`src/rtl/pfdp_pkg.sv`:
```
// Package for the PWM frequency/duty programmer: payload structs, opcodes,
// channel modes, controller states and divider handshake types.
// No dependencies; every other file imports this one.
package pfdp_pkg;

	// Field widths fixed by the command and result formats
	localparam int unsigned OPCODE_W   = 3;
	localparam int unsigned CHANNEL_W  = 8;
	localparam int unsigned FREQ_W     = 32;
	localparam int unsigned DUTY_W     = 16;
	localparam int unsigned COUNT_W    = 8;
	localparam int unsigned REG16_W    = 16;
	localparam int unsigned MODE_W     = 2;
	localparam int unsigned NUM_GROUPS = 2;
	localparam int unsigned NUM_CHANS  = 8;
	localparam int unsigned CHIDX_W    = $clog2(NUM_CHANS);

	// Bit-serial divider
	localparam int unsigned DIV_W     = 32;
	localparam int unsigned DIV_CNT_W = $clog2(DIV_W);
	localparam int unsigned PSC_W     = 17;

	// APB register map
	localparam int unsigned APB_DATA_W = 32;
	localparam int unsigned PADDR_W    = 3;
	localparam logic [PADDR_W-3:0] REG_CLOCK_HZ = '0;

	// Constants of the timer arithmetic
	localparam logic [FREQ_W-1:0] CLOCK_HZ_RESET = 32'd24000000;
	localparam logic [DIV_W-1:0]  PSC_LIMIT      = 32'd65535;
	localparam logic [DIV_W-1:0]  DUTY_SCALE     = 32'd10000;
	localparam logic [DUTY_W-1:0] DUTY_FULL      = 16'd10000;
	localparam logic [CHANNEL_W-1:0] CHAN_LAST    = 8'd8;
	localparam logic [CHANNEL_W-1:0] GROUP_A_LAST = 8'd4;

	// Command opcodes
	typedef enum logic [OPCODE_W-1:0] {
		OP_SET_FREQ    = 3'd0,
		OP_SET_DUTY    = 3'd1,
		OP_PULSE_START = 3'd2,
		OP_WAVE_START  = 3'd3,
		OP_START       = 3'd4,
		OP_STOP        = 3'd5
	} op_t;

	// Channel output modes
	typedef enum logic [MODE_W-1:0] {
		MODE_UNSET = 2'd0,
		MODE_LOW   = 2'd1,
		MODE_HIGH  = 2'd2,
		MODE_PWM   = 2'd3
	} mode_t;

	// Controller states
	typedef enum logic [3:0] {
		ST_IDLE,
		ST_DECODE,
		ST_RATIO_GO,
		ST_RATIO_WAIT,
		ST_PSC_GO,
		ST_PSC_WAIT,
		ST_PER_GO,
		ST_PER_WAIT,
		ST_MUL,
		ST_CMP_GO,
		ST_CMP_WAIT,
		ST_APPLY,
		ST_REPORT
	} state_t;

	// Command payload
	typedef struct packed {
		logic [OPCODE_W-1:0]  opcode;
		logic [CHANNEL_W-1:0] channel;
		logic [FREQ_W-1:0]    frequency_hz;
		logic [DUTY_W-1:0]    duty;
		logic [COUNT_W-1:0]   pulse_count;
	} cmd_t;

	// Result payload
	typedef struct packed {
		logic                group_sel;
		logic [REG16_W-1:0]  prescaler_value;
		logic [REG16_W-1:0]  period_value;
		logic [MODE_W-1:0]   channel_mode;
		logic [REG16_W-1:0]  compare_value;
		logic                running;
		logic                output_enable;
		logic                one_pulse;
		logic [COUNT_W-1:0]  repeat_count;
		logic                changed;
	} res_t;

	// Divider request and response
	typedef struct packed {
		logic             start;
		logic [DIV_W-1:0] dividend;
		logic [DIV_W-1:0] divisor;
	} div_req_t;

	typedef struct packed {
		logic             busy;
		logic             done;
		logic [DIV_W-1:0] quotient;
	} div_rsp_t;

endpackage

```
`src/rtl/pfdp_cmd_if.sv`:
```
// Command channel: valid/ready handshake carrying one cmd_t.
// Depends on pfdp_pkg.
interface pfdp_cmd_if;
	import pfdp_pkg::*;

	logic valid;
	logic ready;
	cmd_t data;

	modport source (output valid, output data, input ready);
	modport sink (input valid, input data, output ready);
endinterface

```
`src/rtl/pfdp_res_if.sv`:
```
// Result channel: valid/ready handshake carrying one res_t.
// Depends on pfdp_pkg.
interface pfdp_res_if;
	import pfdp_pkg::*;

	logic valid;
	logic ready;
	res_t data;

	modport source (output valid, output data, input ready);
	modport sink (input valid, input data, output ready);
endinterface

```
`src/rtl/pfdp_div.sv`:
```
// Restoring bit-serial divider, one quotient bit per cycle.
// Depends on pfdp_pkg; the divisor must be nonzero.
module pfdp_div (
	input  logic               clk,
	input  logic               arst_n,
	input  pfdp_pkg::div_req_t req,
	output pfdp_pkg::div_rsp_t rsp
);
	import pfdp_pkg::*;

	logic                 busy_q;
	logic                 done_q;
	logic [DIV_CNT_W-1:0] cnt_q;
	logic [DIV_W-1:0]     rem_q;
	logic [DIV_W-1:0]     quo_q;
	logic [DIV_W-1:0]     dvs_q;
	logic [DIV_W:0]       trial;
	logic [DIV_W:0]       diff;
	logic                 take;

	// Shift in the next dividend bit and try the subtraction
	assign trial = {rem_q, quo_q[DIV_W-1]};
	assign diff  = trial - {1'b0, dvs_q};
	assign take  = (trial >= {1'b0, dvs_q});

	// Sequence the bit steps
	always_ff @(posedge clk or negedge arst_n) begin
		if (!arst_n) begin
			busy_q <= 1'b0;
			done_q <= 1'b0;
			cnt_q  <= '0;
		end else begin
			done_q <= busy_q && (cnt_q == '0);
			if (req.start) begin
				busy_q <= 1'b1;
				cnt_q  <= DIV_CNT_W'(DIV_W - 1);
			end else if (busy_q) begin
				cnt_q <= cnt_q - 1'b1;
				if (cnt_q == '0) begin
					busy_q <= 1'b0;
				end
			end
		end
	end

	// Remainder and quotient shift registers
	always_ff @(posedge clk) begin
		if (req.start) begin
			rem_q <= '0;
			quo_q <= req.dividend;
			dvs_q <= req.divisor;
		end else if (busy_q) begin
			rem_q <= take ? diff[DIV_W-1:0] : trial[DIV_W-1:0];
			quo_q <= {quo_q[DIV_W-2:0], take};
		end
	end

	assign rsp.busy     = busy_q;
	assign rsp.done     = done_q;
	assign rsp.quotient = quo_q;

endmodule

```
`src/rtl/pwm_frequency_duty_programmer_core.sv`:
```
// Channel   Kind        Payload
// cmd       sink        opcode, channel, frequency_hz, duty, pulse_count
// res       source      group_sel .. changed, one result per command
// apb       APB slave   clock_hz at byte address 0
//
// One command at a time. Plain commands pass from decode straight to apply
// and report; set_duty and wave_start in PWM range add a multiply and one
// division; set_freq adds one division, or three when the ratio needs a
// prescaler. Divisions run on the shared 32-bit bit-serial divider.
// A finished result waits in the output register while the next command is
// taken; the following result holds in the report state until that register
// is free. Reset clears all timer registers and loads clock_hz with 24000000.
//
// Timer register model top level; depends on pfdp_pkg, pfdp_cmd_if,
// pfdp_res_if and pfdp_div.
module pwm_frequency_duty_programmer_core (
	input  logic                              clk,
	input  logic                              arst_n,
	pfdp_cmd_if.sink                          cmd,
	pfdp_res_if.source                        res,
	input  logic                              psel,
	input  logic                              penable,
	input  logic                              pwrite,
	input  logic [pfdp_pkg::PADDR_W-1:0]      paddr,
	input  logic [pfdp_pkg::APB_DATA_W-1:0]   pwdata,
	output logic [pfdp_pkg::APB_DATA_W-1:0]   prdata,
	output logic                              pready
);
	import pfdp_pkg::*;

	// Configuration
	logic [FREQ_W-1:0] clock_hz_q;

	// Control
	state_t state_q, state_d;
	logic   changed_q;
	logic   res_valid_q;
	res_t   res_data_q;
	res_t   res_next;
	logic   slot_free;
	logic   res_load;

	// Command and datapath
	cmd_t             cmd_q;
	logic [DIV_W-1:0] ratio_q;
	logic [PSC_W-1:0] psc_q;
	logic [DIV_W-1:0] work_q;
	div_req_t         div_req;
	div_rsp_t         div_rsp;

	// Timer registers
	logic [REG16_W-1:0] grp_psc_q   [NUM_GROUPS];
	logic [REG16_W-1:0] grp_per_q   [NUM_GROUPS];
	logic               grp_run_q   [NUM_GROUPS];
	logic               grp_oe_q    [NUM_GROUPS];
	logic               grp_opm_q   [NUM_GROUPS];
	logic [COUNT_W-1:0] grp_rep_q   [NUM_GROUPS];
	logic [MODE_W-1:0]  chan_mode_q [NUM_CHANS];
	logic [REG16_W-1:0] chan_cmp_q  [NUM_CHANS];

	// Decoded addressing
	logic               grp;
	logic [CHIDX_W-1:0] chi;
	logic               ch_valid;
	logic               ch_own;
	logic               duty_pwm;
	logic [MODE_W-1:0]  duty_mode;
	logic [REG16_W-1:0] duty_cmp;
	logic [DIV_W-1:0]   per_dec;
	logic [2*REG16_W-1:0] duty_prod;
	logic               apply_changed;

	assign grp      = (cmd_q.channel > GROUP_A_LAST);
	assign chi      = cmd_q.channel[CHIDX_W-1:0] - 1'b1;
	assign ch_valid = (cmd_q.channel <= CHAN_LAST);
	assign ch_own   = ch_valid && (cmd_q.channel != '0);
	assign duty_pwm = (cmd_q.duty != '0) && (cmd_q.duty < DUTY_FULL);

	// Full-width period times duty
	assign duty_prod = grp_per_q[grp] * cmd_q.duty;

	// Mode and compare from the requested duty
	always_comb begin
		if (cmd_q.duty == '0) begin
			duty_mode = MODE_LOW;
			duty_cmp  = '0;
		end else if (cmd_q.duty >= DUTY_FULL) begin
			duty_mode = MODE_HIGH;
			duty_cmp  = '0;
		end else begin
			duty_mode = MODE_PWM;
			duty_cmp  = work_q[REG16_W-1:0];
		end
	end

	// Auto-reload value is one less than the period count
	assign per_dec = (work_q != '0) ? (work_q - 1'b1) : '0;

	// APB register port
	assign pready = 1'b1;
	assign prdata = (paddr[PADDR_W-1:2] == REG_CLOCK_HZ) ? clock_hz_q : '0;

	always_ff @(posedge clk or negedge arst_n) begin
		if (!arst_n) begin
			clock_hz_q <= CLOCK_HZ_RESET;
		end else if (psel && penable && pwrite && pready
				&& (paddr[PADDR_W-1:2] == REG_CLOCK_HZ)) begin
			clock_hz_q <= pwdata;
		end
	end

	// Shared divider
	pfdp_div u_div (
		.clk    (clk),
		.arst_n (arst_n),
		.req    (div_req),
		.rsp    (div_rsp)
	);

	// Next state
	always_comb begin
		state_d = state_q;
		case (state_q)
			ST_IDLE: begin
				if (cmd.valid) state_d = ST_DECODE;
			end
			ST_DECODE: begin
				if (!ch_valid) begin
					state_d = ST_REPORT;
				end else if ((cmd_q.opcode == OP_SET_FREQ) && (cmd_q.frequency_hz != '0)) begin
					state_d = ST_RATIO_GO;
				end else if ((cmd_q.opcode inside {OP_SET_DUTY, OP_WAVE_START})
						&& ch_own && duty_pwm) begin
					state_d = ST_MUL;
				end else begin
					state_d = ST_APPLY;
				end
			end
			ST_RATIO_GO:   state_d = ST_RATIO_WAIT;
			ST_RATIO_WAIT: begin
				if (div_rsp.done) begin
					state_d = (div_rsp.quotient >= PSC_LIMIT) ? ST_PSC_GO : ST_APPLY;
				end
			end
			ST_PSC_GO:     state_d = ST_PSC_WAIT;
			ST_PSC_WAIT: begin
				if (div_rsp.done) state_d = ST_PER_GO;
			end
			ST_PER_GO:     state_d = ST_PER_WAIT;
			ST_PER_WAIT: begin
				if (div_rsp.done) state_d = ST_APPLY;
			end
			ST_MUL:        state_d = ST_CMP_GO;
			ST_CMP_GO:     state_d = ST_CMP_WAIT;
			ST_CMP_WAIT: begin
				if (div_rsp.done) state_d = ST_APPLY;
			end
			ST_APPLY:      state_d = ST_REPORT;
			ST_REPORT: begin
				if (slot_free) state_d = ST_IDLE;
			end
			default:       state_d = ST_IDLE;
		endcase
	end

	// State-driven outputs: handshake and divider requests
	always_comb begin
		cmd.ready       = 1'b0;
		res_load        = 1'b0;
		div_req.start   = 1'b0;
		div_req.dividend = work_q;
		div_req.divisor  = DUTY_SCALE;
		case (state_q)
			ST_IDLE:   cmd.ready = 1'b1;
			ST_RATIO_GO: begin
				div_req.start    = 1'b1;
				div_req.dividend = clock_hz_q;
				div_req.divisor  = cmd_q.frequency_hz;
			end
			ST_PSC_GO: begin
				div_req.start    = 1'b1;
				div_req.dividend = ratio_q;
				div_req.divisor  = PSC_LIMIT;
			end
			ST_PER_GO: begin
				div_req.start    = 1'b1;
				div_req.dividend = ratio_q;
				div_req.divisor  = DIV_W'(psc_q) + 1'b1;
			end
			ST_CMP_GO: begin
				div_req.start    = 1'b1;
				div_req.dividend = work_q;
				div_req.divisor  = DUTY_SCALE;
			end
			ST_REPORT: res_load = slot_free;
			default: ;
		endcase
	end

	// Whether the command writes any register
	always_comb begin
		case (cmd_q.opcode)
			OP_SET_FREQ:    apply_changed = (cmd_q.frequency_hz != '0);
			OP_SET_DUTY:    apply_changed = ch_own;
			OP_PULSE_START: apply_changed = (cmd_q.pulse_count != '0);
			OP_WAVE_START,
			OP_START,
			OP_STOP:        apply_changed = 1'b1;
			default:        apply_changed = 1'b0;
		endcase
	end

	// Control registers
	always_ff @(posedge clk or negedge arst_n) begin
		if (!arst_n) begin
			state_q     <= ST_IDLE;
			changed_q   <= 1'b0;
			res_valid_q <= 1'b0;
		end else begin
			state_q <= state_d;
			if (state_q == ST_DECODE) changed_q <= 1'b0;
			else if (state_q == ST_APPLY) changed_q <= apply_changed;
			if (res_load) res_valid_q <= 1'b1;
			else if (res.ready) res_valid_q <= 1'b0;
		end
	end

	// Command capture and division results
	always_ff @(posedge clk) begin
		if (cmd.valid && cmd.ready) cmd_q <= cmd.data;
		case (state_q)
			ST_RATIO_WAIT: begin
				if (div_rsp.done) begin
					ratio_q <= div_rsp.quotient;
					psc_q   <= '0;
					work_q  <= div_rsp.quotient;
				end
			end
			ST_PSC_WAIT: begin
				if (div_rsp.done) psc_q <= div_rsp.quotient[PSC_W-1:0];
			end
			ST_PER_WAIT,
			ST_CMP_WAIT: begin
				if (div_rsp.done) work_q <= div_rsp.quotient;
			end
			ST_MUL: work_q <= duty_prod;
			default: ;
		endcase
	end

	// Timer register updates
	always_ff @(posedge clk or negedge arst_n) begin
		if (!arst_n) begin
			for (int g = 0; g < NUM_GROUPS; g++) begin
				grp_psc_q[g] <= '0;
				grp_per_q[g] <= '0;
				grp_run_q[g] <= 1'b0;
				grp_oe_q[g]  <= 1'b0;
				grp_opm_q[g] <= 1'b0;
				grp_rep_q[g] <= '0;
			end
			for (int c = 0; c < NUM_CHANS; c++) begin
				chan_mode_q[c] <= MODE_UNSET;
				chan_cmp_q[c]  <= '0;
			end
		end else if (state_q == ST_APPLY) begin
			case (cmd_q.opcode)
				OP_SET_FREQ: begin
					if (cmd_q.frequency_hz != '0) begin
						grp_psc_q[grp] <= psc_q[REG16_W-1:0];
						grp_per_q[grp] <= per_dec[REG16_W-1:0];
					end
				end
				OP_SET_DUTY: begin
					if (ch_own) begin
						chan_mode_q[chi] <= duty_mode;
						chan_cmp_q[chi]  <= duty_cmp;
					end
				end
				OP_PULSE_START: begin
					if (cmd_q.pulse_count != '0) begin
						if (ch_own) begin
							chan_mode_q[chi] <= MODE_PWM;
							chan_cmp_q[chi]  <= grp_per_q[grp] >> 1;
						end
						grp_opm_q[grp] <= 1'b1;
						grp_rep_q[grp] <= cmd_q.pulse_count - 1'b1;
						grp_run_q[grp] <= 1'b1;
						grp_oe_q[grp]  <= 1'b1;
					end
				end
				OP_WAVE_START: begin
					if (ch_own) begin
						chan_mode_q[chi] <= duty_mode;
						chan_cmp_q[chi]  <= duty_cmp;
					end
					grp_opm_q[grp] <= 1'b0;
					grp_run_q[grp] <= 1'b1;
					grp_oe_q[grp]  <= 1'b1;
				end
				OP_START: begin
					grp_run_q[grp] <= 1'b1;
					grp_oe_q[grp]  <= 1'b1;
				end
				OP_STOP: begin
					grp_run_q[grp] <= 1'b0;
					grp_oe_q[grp]  <= 1'b0;
				end
				default: ;
			endcase
		end
	end

	// Assemble the result from the updated registers
	always_comb begin
		res_next = '0;
		if (ch_valid) begin
			res_next.group_sel       = grp;
			res_next.prescaler_value = grp_psc_q[grp];
			res_next.period_value    = grp_per_q[grp];
			res_next.channel_mode    = ch_own ? chan_mode_q[chi] : MODE_UNSET;
			res_next.compare_value   = ch_own ? chan_cmp_q[chi] : '0;
			res_next.running         = grp_run_q[grp];
			res_next.output_enable   = grp_oe_q[grp];
			res_next.one_pulse       = grp_opm_q[grp];
			res_next.repeat_count    = grp_rep_q[grp];
			res_next.changed         = changed_q;
		end
	end

	// Output register
	assign slot_free = !res_valid_q || res.ready;

	always_ff @(posedge clk) begin
		if (res_load) res_data_q <= res_next;
	end

	assign res.valid = res_valid_q;
	assign res.data  = res_data_q;

`ifndef NO_ASSERTIONS
	// Only one command in flight: a transfer closes the input until the result is built
	a_one_in_flight: assert property (@(posedge clk) disable iff (!arst_n)
		cmd.valid && cmd.ready |=> !cmd.ready)
		else $error("command accepted while another is in progress");

	// The divider is never restarted mid-division
	a_div_no_restart: assert property (@(posedge clk) disable iff (!arst_n)
		div_req.start |-> !div_rsp.busy)
		else $error("divider started while busy");

	// A result for an out-of-range channel is all zero
	a_bad_chan_zero: assert property (@(posedge clk) disable iff (!arst_n)
		res_load && !ch_valid |=> res_data_q == '0)
		else $error("nonzero result for an ignored channel");

	// A result is never overwritten before it is taken
	a_no_overwrite: assert property (@(posedge clk) disable iff (!arst_n)
		res_load |-> !res_valid_q || res.ready)
		else $error("pending result overwritten");
`endif

endmodule
```
`src/flat_wrapper.sv`:
```
// flat-port wrapper written by rule: the top's interface ports become plain ports
module pwm_frequency_duty_programmer_core_flat import pfdp_pkg::*;
  (clk, arst_n, psel, penable, pwrite, paddr, pwdata, prdata, pready, cmd_valid, cmd_data, cmd_ready, res_valid, res_data, res_ready);
  pfdp_cmd_if cmd_i ();
  pfdp_res_if res_i ();
  input  logic clk;
  input  logic arst_n;
  input  logic psel;
  input  logic penable;
  input  logic pwrite;
  input  logic [pfdp_pkg::PADDR_W-1:0] paddr;
  input  logic [pfdp_pkg::APB_DATA_W-1:0] pwdata;
  output logic [pfdp_pkg::APB_DATA_W-1:0] prdata;
  output logic pready;
  input wire logic [$bits(cmd_i.valid)-1:0] cmd_valid;
  input wire logic [$bits(cmd_i.data)-1:0] cmd_data;
  output wire logic [$bits(cmd_i.ready)-1:0] cmd_ready;
  output wire logic [$bits(res_i.valid)-1:0] res_valid;
  output wire logic [$bits(res_i.data)-1:0] res_data;
  input wire logic [$bits(res_i.ready)-1:0] res_ready;
  assign cmd_i.valid = cmd_valid;
  assign cmd_i.data = cmd_data;
  assign cmd_ready = cmd_i.ready;
  assign res_valid = res_i.valid;
  assign res_data = res_i.data;
  assign res_i.ready = res_ready;
  pwm_frequency_duty_programmer_core u_core (.clk(clk), .arst_n(arst_n), .cmd(cmd_i), .res(res_i), .psel(psel), .penable(penable), .pwrite(pwrite), .paddr(paddr), .pwdata(pwdata), .prdata(prdata), .pready(pready));
endmodule
```
`config.mk`:
```
export PLATFORM = sky130hd
export DESIGN_NAME = pwm_frequency_duty_programmer_core_flat
export DESIGN_NICKNAME = d
export VERILOG_FILES = /design/src/rtl/pfdp_pkg.sv /design/src/rtl/pfdp_cmd_if.sv /design/src/rtl/pfdp_res_if.sv /design/src/rtl/pfdp_div.sv /design/src/rtl/pwm_frequency_duty_programmer_core.sv /design/src/flat_wrapper.sv
export SDC_FILE = /design/constraint.sdc
export NUM_CORES = 2
export LEC_CHECK = 0
export BUFFER_PORTS_ARGS = -buffer_cell sky130_fd_sc_hd__buf_2
export CORE_ASPECT_RATIO = 1.2
export CORE_MARGIN = 4
export CORE_UTILIZATION = 55
export DETAILED_ROUTE_END_ITERATION = 8
export PLACE_DENSITY_LB_ADDON = 0.08
export SLEW_MARGIN = 20
export SYNTH_ARGS = -nofsm -noshare
export SYNTH_HDL_FRONTEND = slang
export SYNTH_SLANG_ARGS = --single-unit
export TNS_END_PERCENT = 30
```
`constraint.sdc`:
```
create_clock -name clk -period 9.4 [get_ports clk]
set_input_delay 1.88 -clock clk [delete_from_list [all_inputs] [get_ports clk]]
set_output_delay 1.88 -clock clk [all_outputs]
set_load 0.02 [all_outputs]
```
## Word level (Yosys, flattened, before mapping)

Cells that the tools add are included.

- Register bits: 582
- Bits in latches: 0
- Memory bits (writable): 0
- ROM bits: 0
- Bits of input ports: 109
- Output and inout bits: 98
- Word-level logic and storage cells: 248
- Memories: 0

- $add $sub $neg: 6
- $mul: 1
- Divide/modulo/power cells: 0
- Magnitude comparators: 10
- Eq/ne operators: 26
- Shift-type cells: 0
- Multiplexer cells: 91
- Bitwise operators: 11
- Reduce and logical (&&, ||, !) cells: 47

Operator list:

| cell | count |
|---|---|
| two-way mux 128 bit | 3 |
| one-hot mux 65 bit (4 select lines) | 1 |
| bitwise mux 128 bit | 2 |
| two-way mux 16 bit | 16 |
| one-hot mux 128 bit (2 select lines) | 1 |
| two-way mux 32 bit | 5 |
| bitwise mux 32 bit | 2 |
| one-hot mux 32 bit (2 select lines) | 1 |
| nonzero test 32 bit | 2 |
| binary-select mux 16 bit (select 3 bit) | 1 |
| demux 16 bit (select 3 bit) | 1 |
| one-hot mux 4 bit (12 select lines) | 1 |
| two-way mux 17 bit | 2 |
| one-hot mux 17 bit (2 select lines) | 1 |
| >= comparator 33 x 32 -> 1 bit | 1 |
| bitwise mux 16 bit | 2 |
| >= comparator 32 x 16 -> 1 bit, second input constant | 1 |
| multiplier 16 x 16 -> 32 bit | 1 |
| two-way mux 4 bit | 8 |
| two-way mux 8 bit | 4 |
| one-hot mux 16 bit (2 select lines) | 1 |
| subtractor 32 bit | 1 |
| equality test 4 bit, second input constant | 5 |
| two-way mux 1 bit | 20 |
| 54 further kinds | 109 |

## Longest topological paths before layout

- Depth in word-level cells: 10
- Gate-level depth with buffers: 31
- Gate-level depth less buffers: 29

## Cells and area by module

Synthesis repeated with hierarchy kept, for this count alone.

- Cells, all modules: 3464
- Area, all modules: 35505.3 um2

Modules (own cells, without submodules):

| module | times used | cells an instance | area an instance (um2) | seq. area each (um2) |
|---|---|---|---|---|
| pwm_frequency_duty_programmer_core | 1 | 2909 | 29519.6 | 12974.9 |
| pfdp_div | 1 | 555 | 5985.7 | 2737.6 |

## Worst setup path before layout

No wires, ideal clock.

- Path kind: register to register
- Start point: register u_core.cmd_q[63] in the netlist's numbering
- End point: register u_core.work_q[30] (data pin)
- Library setup time: 0.269 ns
- Arrival time: 7.010 ns
- Required time: 9.131 ns
- Path slack: 2.121 ns
- Cell stages (with the launch flop): 29
- Buffers on the path: 4
- Period minus slack after synthesis: 7.279 ns
- Cells stage by stage: edfxtp_1 -> or4_1 -> buf_2 -> nor3_2 -> buf_4 -> buf_2 -> nand2_1 -> nand2_1 -> buf_2 -> nand2_1 -> fa_1 -> fa_1 -> inv_1 -> fa_1 -> fa_1 -> fa_1 -> inv_1 -> fa_1 -> inv_1 -> ha_1 -> a21o_1 -> a21oi_1 -> o21ai_0 -> a21oi_1 -> a21oi_1 -> nand2b_1 -> a41oi_1 -> xor2_1 -> o21ai_0

- Cells in the longest elaborated chain, start to end: 7

Ends and longest elaborated chain:

| what | RTL line | source |
|---|---|---|
| from (decl) | pwm_frequency_duty_programmer_core.sv:44 | `cmd_t cmd_q;` |
| from (signal assigned) | pwm_frequency_duty_programmer_core.sv:230 | `if (cmd.valid && cmd.ready) cmd_q <= cmd.data;` |
| > comparator 8 x 3 -> 1 bit | pwm_frequency_duty_programmer_core.sv:73 | `assign grp = (cmd_q.channel > GROUP_A_LAST);` |
| inverter 1 -> 2 bit (implied by the code) | pwm_frequency_duty_programmer_core.sv:80 | `assign duty_prod = grp_per_q[grp] * cmd_q.duty;` |
| two-way mux 16 bit (implied by the code) (3 in a row) | pwm_frequency_duty_programmer_core.sv:80 |  |
| multiplier 16 x 16 -> 32 bit | pwm_frequency_duty_programmer_core.sv:80 |  |
| one-hot mux 32 bit (2 select lines) | pwm_frequency_duty_programmer_core.sv:231 | `case (state_q)` |
| to (signal assigned) | pwm_frequency_duty_programmer_core.sv:236 | `work_q <= div_rsp.quotient;` |
| to (signal assigned) | pwm_frequency_duty_programmer_core.sv:244 | `if (div_rsp.done) work_q <= div_rsp.quotient;` |
| to (signal assigned) | pwm_frequency_duty_programmer_core.sv:246 | `ST_MUL: work_q <= duty_prod;` |
| to (decl) | pwm_frequency_duty_programmer_core.sv:47 | `logic [DIV_W-1:0] work_q;` |

No other way between the ends. The select of a mux whose other input is x is not followed.
A chain may end at the register's enable or synchronous reset.

## Final worst setup path

- Start point: register u_core.cmd_q[63] in the netlist's numbering
- End point: register u_core.work_q[29] (data pin)

The elaborated chain is that of the path after synthesis.

==> metrics.md <==
| Metric | Value |
|---|---|
| Drt first pass iters | 9 |
| Core footprint | between 60,000 and 70,000 um2 |
| Initial Util | a little under three fifths |
| Post-synthesis compound-gate area fraction | ~14% |
| Mapped cell area | 35,420 um2 |
| WHS Path Cells | 2 |
| Post-CTS sizing | 0 |
| Synth Warn # | 0 |
| Int Pwr | between 6 and 7 mW |
| GRT Total Usage | between 20 and 30% |
| Flop pwr share | between 30% and 40% |
| Peak VDD IR | ~0.17 mV |
| GR Layer Usage met3 | approximately 3.8% |
| Post-synth EDFFs | around 270 |
| Via count | approximately 27,000 |
| Worst Path Arrival | around 9300 ps |
| Hold Path End | u_core.chan_cmp_q[107]$_DFFE_PN0P_ |
| XOR/XNOR Fraction of Synth Area | 2.349% |
| FF-to-FF Start | u_core.cmd_q[63]$_DFFE_PP_ |
| Post-synthesis mux area share | around 2.7% |
| DRC | 0 |
| Data required time of the worst path | 9740 ps |
| TritonCTS clock tree | yes |
| GPL Wtd Cong | just over 0.9 |
| Longest Clk Path Bufs | 3 |
| Top FF cell, synth | edfxtp_1 |
| Most frequent cell on the critical path | fa_1 |
| Worst reg2reg path depth | 25 |
| Sequential share of the synthesized area | ~44% |
| Clock skew | between 20 and 30 ps |
| Antenna-violating nets left | 0 |
| Inserted Clock Buffers | 59 |
| Boundary Pins | 207 |
| PnR worst setup slack | approximately 460 ps |
| Ratio of cells with drive above 1 in the final layout | 13.18% |
| Period utilization | between 90% and 100% |
| Avg Vias per Cell | 5.960 |
| Final net count | a little over 4,000 |
| Clk root buf | clkbuf_16 |
| Library cells used by synthesis | between 80 and 90 |
| Post-layout util | between 60% and 70% |
| CP peak stage delay | about 840 ps |
| Commonest non-fill, non-tap cell in the layout | nand2_1 |
| Syn Nets | 3,986 |
| Crit start category | flip-flop |
| Yosys reg bits | between 500 and 600 |
| Status | finished clean |
| Sw frac | a little over two fifths |
| Comb power frac | 47.3% |
| Max FO, Critical Path | 50 |
| Die ar. | about 69,000 um2 |
| Vias in the first global route | about 28,000 |
| Initial antenna violation count | 2 |
| Pre-CTS setup slack | 580.3 ps |
| Leak | about 17 nW |
| Grt ovf | 0 |
| Drt wl/cell | 22.01 um |
| Share of synthesized flip-flops with an asynchronous set or reset | a little under half |
| DPL Wire Length | 70,240 um |
| Reg-to-reg endpoint | u_core.work_q[29]$_DFFE_PP_ |
| Largest family of logic cells by synthesized area | adder cells |
| RSZ-0062 raised after global routing | no |
| Fill cells | 5,381 |
| Slew margin rel. | a little under a quarter |
| Chip width | 239.6 um |
| Setup TNS | 0 ps |
| Max cap viols | 0 |
| Placed cell areas | 37,050 um2 |
| Largest net degree at the start of global routing | between 150 and 200 |
| Fin area | approximately 39,000 um2 |
| GRT busiest layer | met2 |
| Count of final hold-check violations | 0 |
| Post-Synth Adder-Cell Area | between 10% and 20% |
| Drt first-iter violations | between 2,000 and 2,500 |
| Postcts setup bufs | 0 |
| Die Y | around 290 um |
| Final setup vio count | 0 |
| Slowest-stage cell, CP | or4_1 |
| Area grow syn2layout | 10.53% |
| Actual slew at the worst max-slew pin | approximately 1100 ps |
| Post-Synthesis Cells | 3,538 |
| F_max | ~110 MHz |
| Switching power | between 5 and 6 mW |
| H-tree depth | 2 |
| Max Transition Viols Final | 0 |
| Clock power share | about a fifth |
| Worst-Skew Late Latency | between 600 and 700 ps |
| Clk sinks | between 500 and 600 |
| Met1 usage | 35.25% |
| Post-Route WL | 99,300 um |
| Worst Setup End Kind | flip-flop |
| Mean Syn Cell Area | 10.01 um2 |
| Post-synthesis simple-gate area fraction | between 10 and 15% |
| Hold wc startpoint | u_core.chan_cmp_q[107]$_DFFE_PN0P_ |
| Clock period minus final worst setup slack | between 8000 and 9000 ps |
| Most frequent cells in the layout | nand2_1, inv_1, edfxtp_1 |
| # hold bufs at CTS | 0 |
| Cell Rows | between 100 and 150 |
| Antenna cells | 0 |
| Worst reg2reg setup slack | roughly 460 ps |
| Power per cell area | between 300 and 400 nW/um2 |
| Crit path kind | reg2reg |
| Worst hold path class | reg2reg |
| Met2 GRT Util | between 50 and 60% |
| PortBufs | 203 |
| Clock transition at the registers of the reported paths | approximately 60 ps |
| First-pass GRT wire length | roughly 150,000 um |
-- power by group through the flow --
stage	Clock [mW]	Sequential (mW)	Combinational, mW
6_report	2.46	3.78	5.61
3_5_place_dp	0	3.81	5.58
2_1_floorplan	0	3.59	4.16
3_3_place_gp	0	3.80	5.45
4_1_cts	2.50	3.77	5.63
5_1_grt	2.62	3.82	6.35
-- kinds of logic (layout without fill, tap and decap cells) --
logic type,Yosys count,count (layout)
xor gates and xnor gates,95,95
other,1,1
muxes,82,82
buffers and inverters,507,656
AOI/OAI and AO/OA,806,806
adders and majority gates,339,339
and+or+nand+nor,1129,1129
DFF,579,579
-- stage by stage --
step / instances / hold slack [ps] / power, mW
final: 4511 / 480.8 / 11.85
after global placement: 4398 / 457.5 / 9.247
after floorplan: 3538 / 448.4 / 7.751
after global routing: 4511 / 495.5 / 12.78
after CTS: 4510 / 480.6 / 11.90
after detailed placement: 4398 / 466.8 / 9.399
-- per-layer routing --
layer	vias to the layer above	part of all wire [%]	routed length, um
met5	-	0.013	13
met1	13366	39	38310
met4	2	4.9	4830
met2	941	51	50680
met3	249	5.5	5463
li1	12326	-	-
-- worst max-delay path: cells and delay by family, from the launching register on --
family	cells	cell delay [ps]
AOI/OAI and AO/OA	4	1000
xor gates and xnor gates	1	140
adders and majority gates	7	3540
buffers and inverters	4	230
DFF	1	360
and+or+nand+nor	9	3350
-- worst max path at each step --
stage	startpoint	slack, ps	to	cells past startpoint
3_3_place_gp	u_core.cmd_q[63]$_DFFE_PP_	720	u_core.work_q[29]$_DFFE_PP_	25
3_5_place_dp	u_core.cmd_q[63]$_DFFE_PP_	580	u_core.work_q[29]$_DFFE_PP_	25
6_report	u_core.cmd_q[63]$_DFFE_PP_	460	u_core.work_q[29]$_DFFE_PP_	25
2_1_floorplan	u_core.cmd_q[63]$_DFFE_PP_	2120	u_core.work_q[30]$_DFFE_PP_	28
5_1_grt	u_core.cmd_q[63]$_DFFE_PP_	110	u_core.work_q[29]$_DFFE_PP_	25
4_1_cts	u_core.cmd_q[63]$_DFFE_PP_	550	u_core.work_q[29]$_DFFE_PP_	25
-- flip-flops by register name, indices dropped and copies added (netlist names), 17 cells and up, named ones only --
register and flops:
u_core.res.data 62, u_core.grp_per_q 32, u_core.u_div.quo_q 32, u_core.work_q 32
u_core.chan_cmp_q 128, u_core.ratio_q 32, u_core.clock_hz_q 32, u_core.u_div.dvs_q 32
u_core.grp_psc_q 32, u_core.cmd_q 67, u_core.u_div.rem_q 32, u_core.psc_q 17
-- synth_stat cells, drive strengths merged, types with 4 or more instances --
master / count / area share [%]
nor3b: 4 / 0.085
o21a: 5 / 0.11
dfxtp: 32 / 1.8
nand3: 20 / 0.28
nand3b: 6 / 0.13
nor4: 26 / 0.49
or2: 6 / 0.11
xnor2: 53 / 1.3
a31oi: 112 / 2.0
a222oi: 11 / 0.31
a32oi: 8 / 0.20
nor2: 129 / 1.4
a22oi: 57 / 1.2
buf: 61 / 0.95
o22ai: 5 / 0.088
a211o: 4 / 0.099
xor2: 42 / 1.0
fa: 195 / 11
nor2b: 36 / 0.64
and2: 161 / 2.9
a21o: 30 / 0.64
o211ai: 14 / 0.30
o21ai: 292 / 4.1
and3: 24 / 0.42
nand4: 23 / 0.41
nor3: 31 / 0.47
a211oi: 6 / 0.13
ha: 144 / 5.1
dfstp: 10 / 0.74
or3: 10 / 0.19
a22o: 21 / 0.52
o21bai: 10 / 0.21
nand2b: 30 / 0.53
mux2: 65 / 2.2
edfxtp: 274 / 23
inv: 287 / 3.0
mux2i: 17 / 0.50
o31ai: 22 / 0.51
or4: 4 / 0.085
dfrtp: 263 / 19
a21oi: 162 / 2.3
clkbuf: 159 / 1.7
a221oi: 18 / 0.45
nand2: 613 / 6.6
-- final cells by class --
| cell class | count | area, um2 | share of cell area [%] |
|---|---|---|---|
| Timing Repair Buffer | 257 | 1464 | 3.740 |
| Sequential cell | 579 | 15710 | 40.14 |
| Inverter | 287 | 1077 | 2.752 |
| Multi-Input combinational cell | 2452 | 17800 | 45.47 |
| Clock inverter | 24 | 291.5 | 0.7447 |
| Clock buffer | 88 | 1767 | 4.513 |
| Tap cell | 824 | 1031 | 2.634 |
Note: power is estimated with default switching activity, not from simulation.
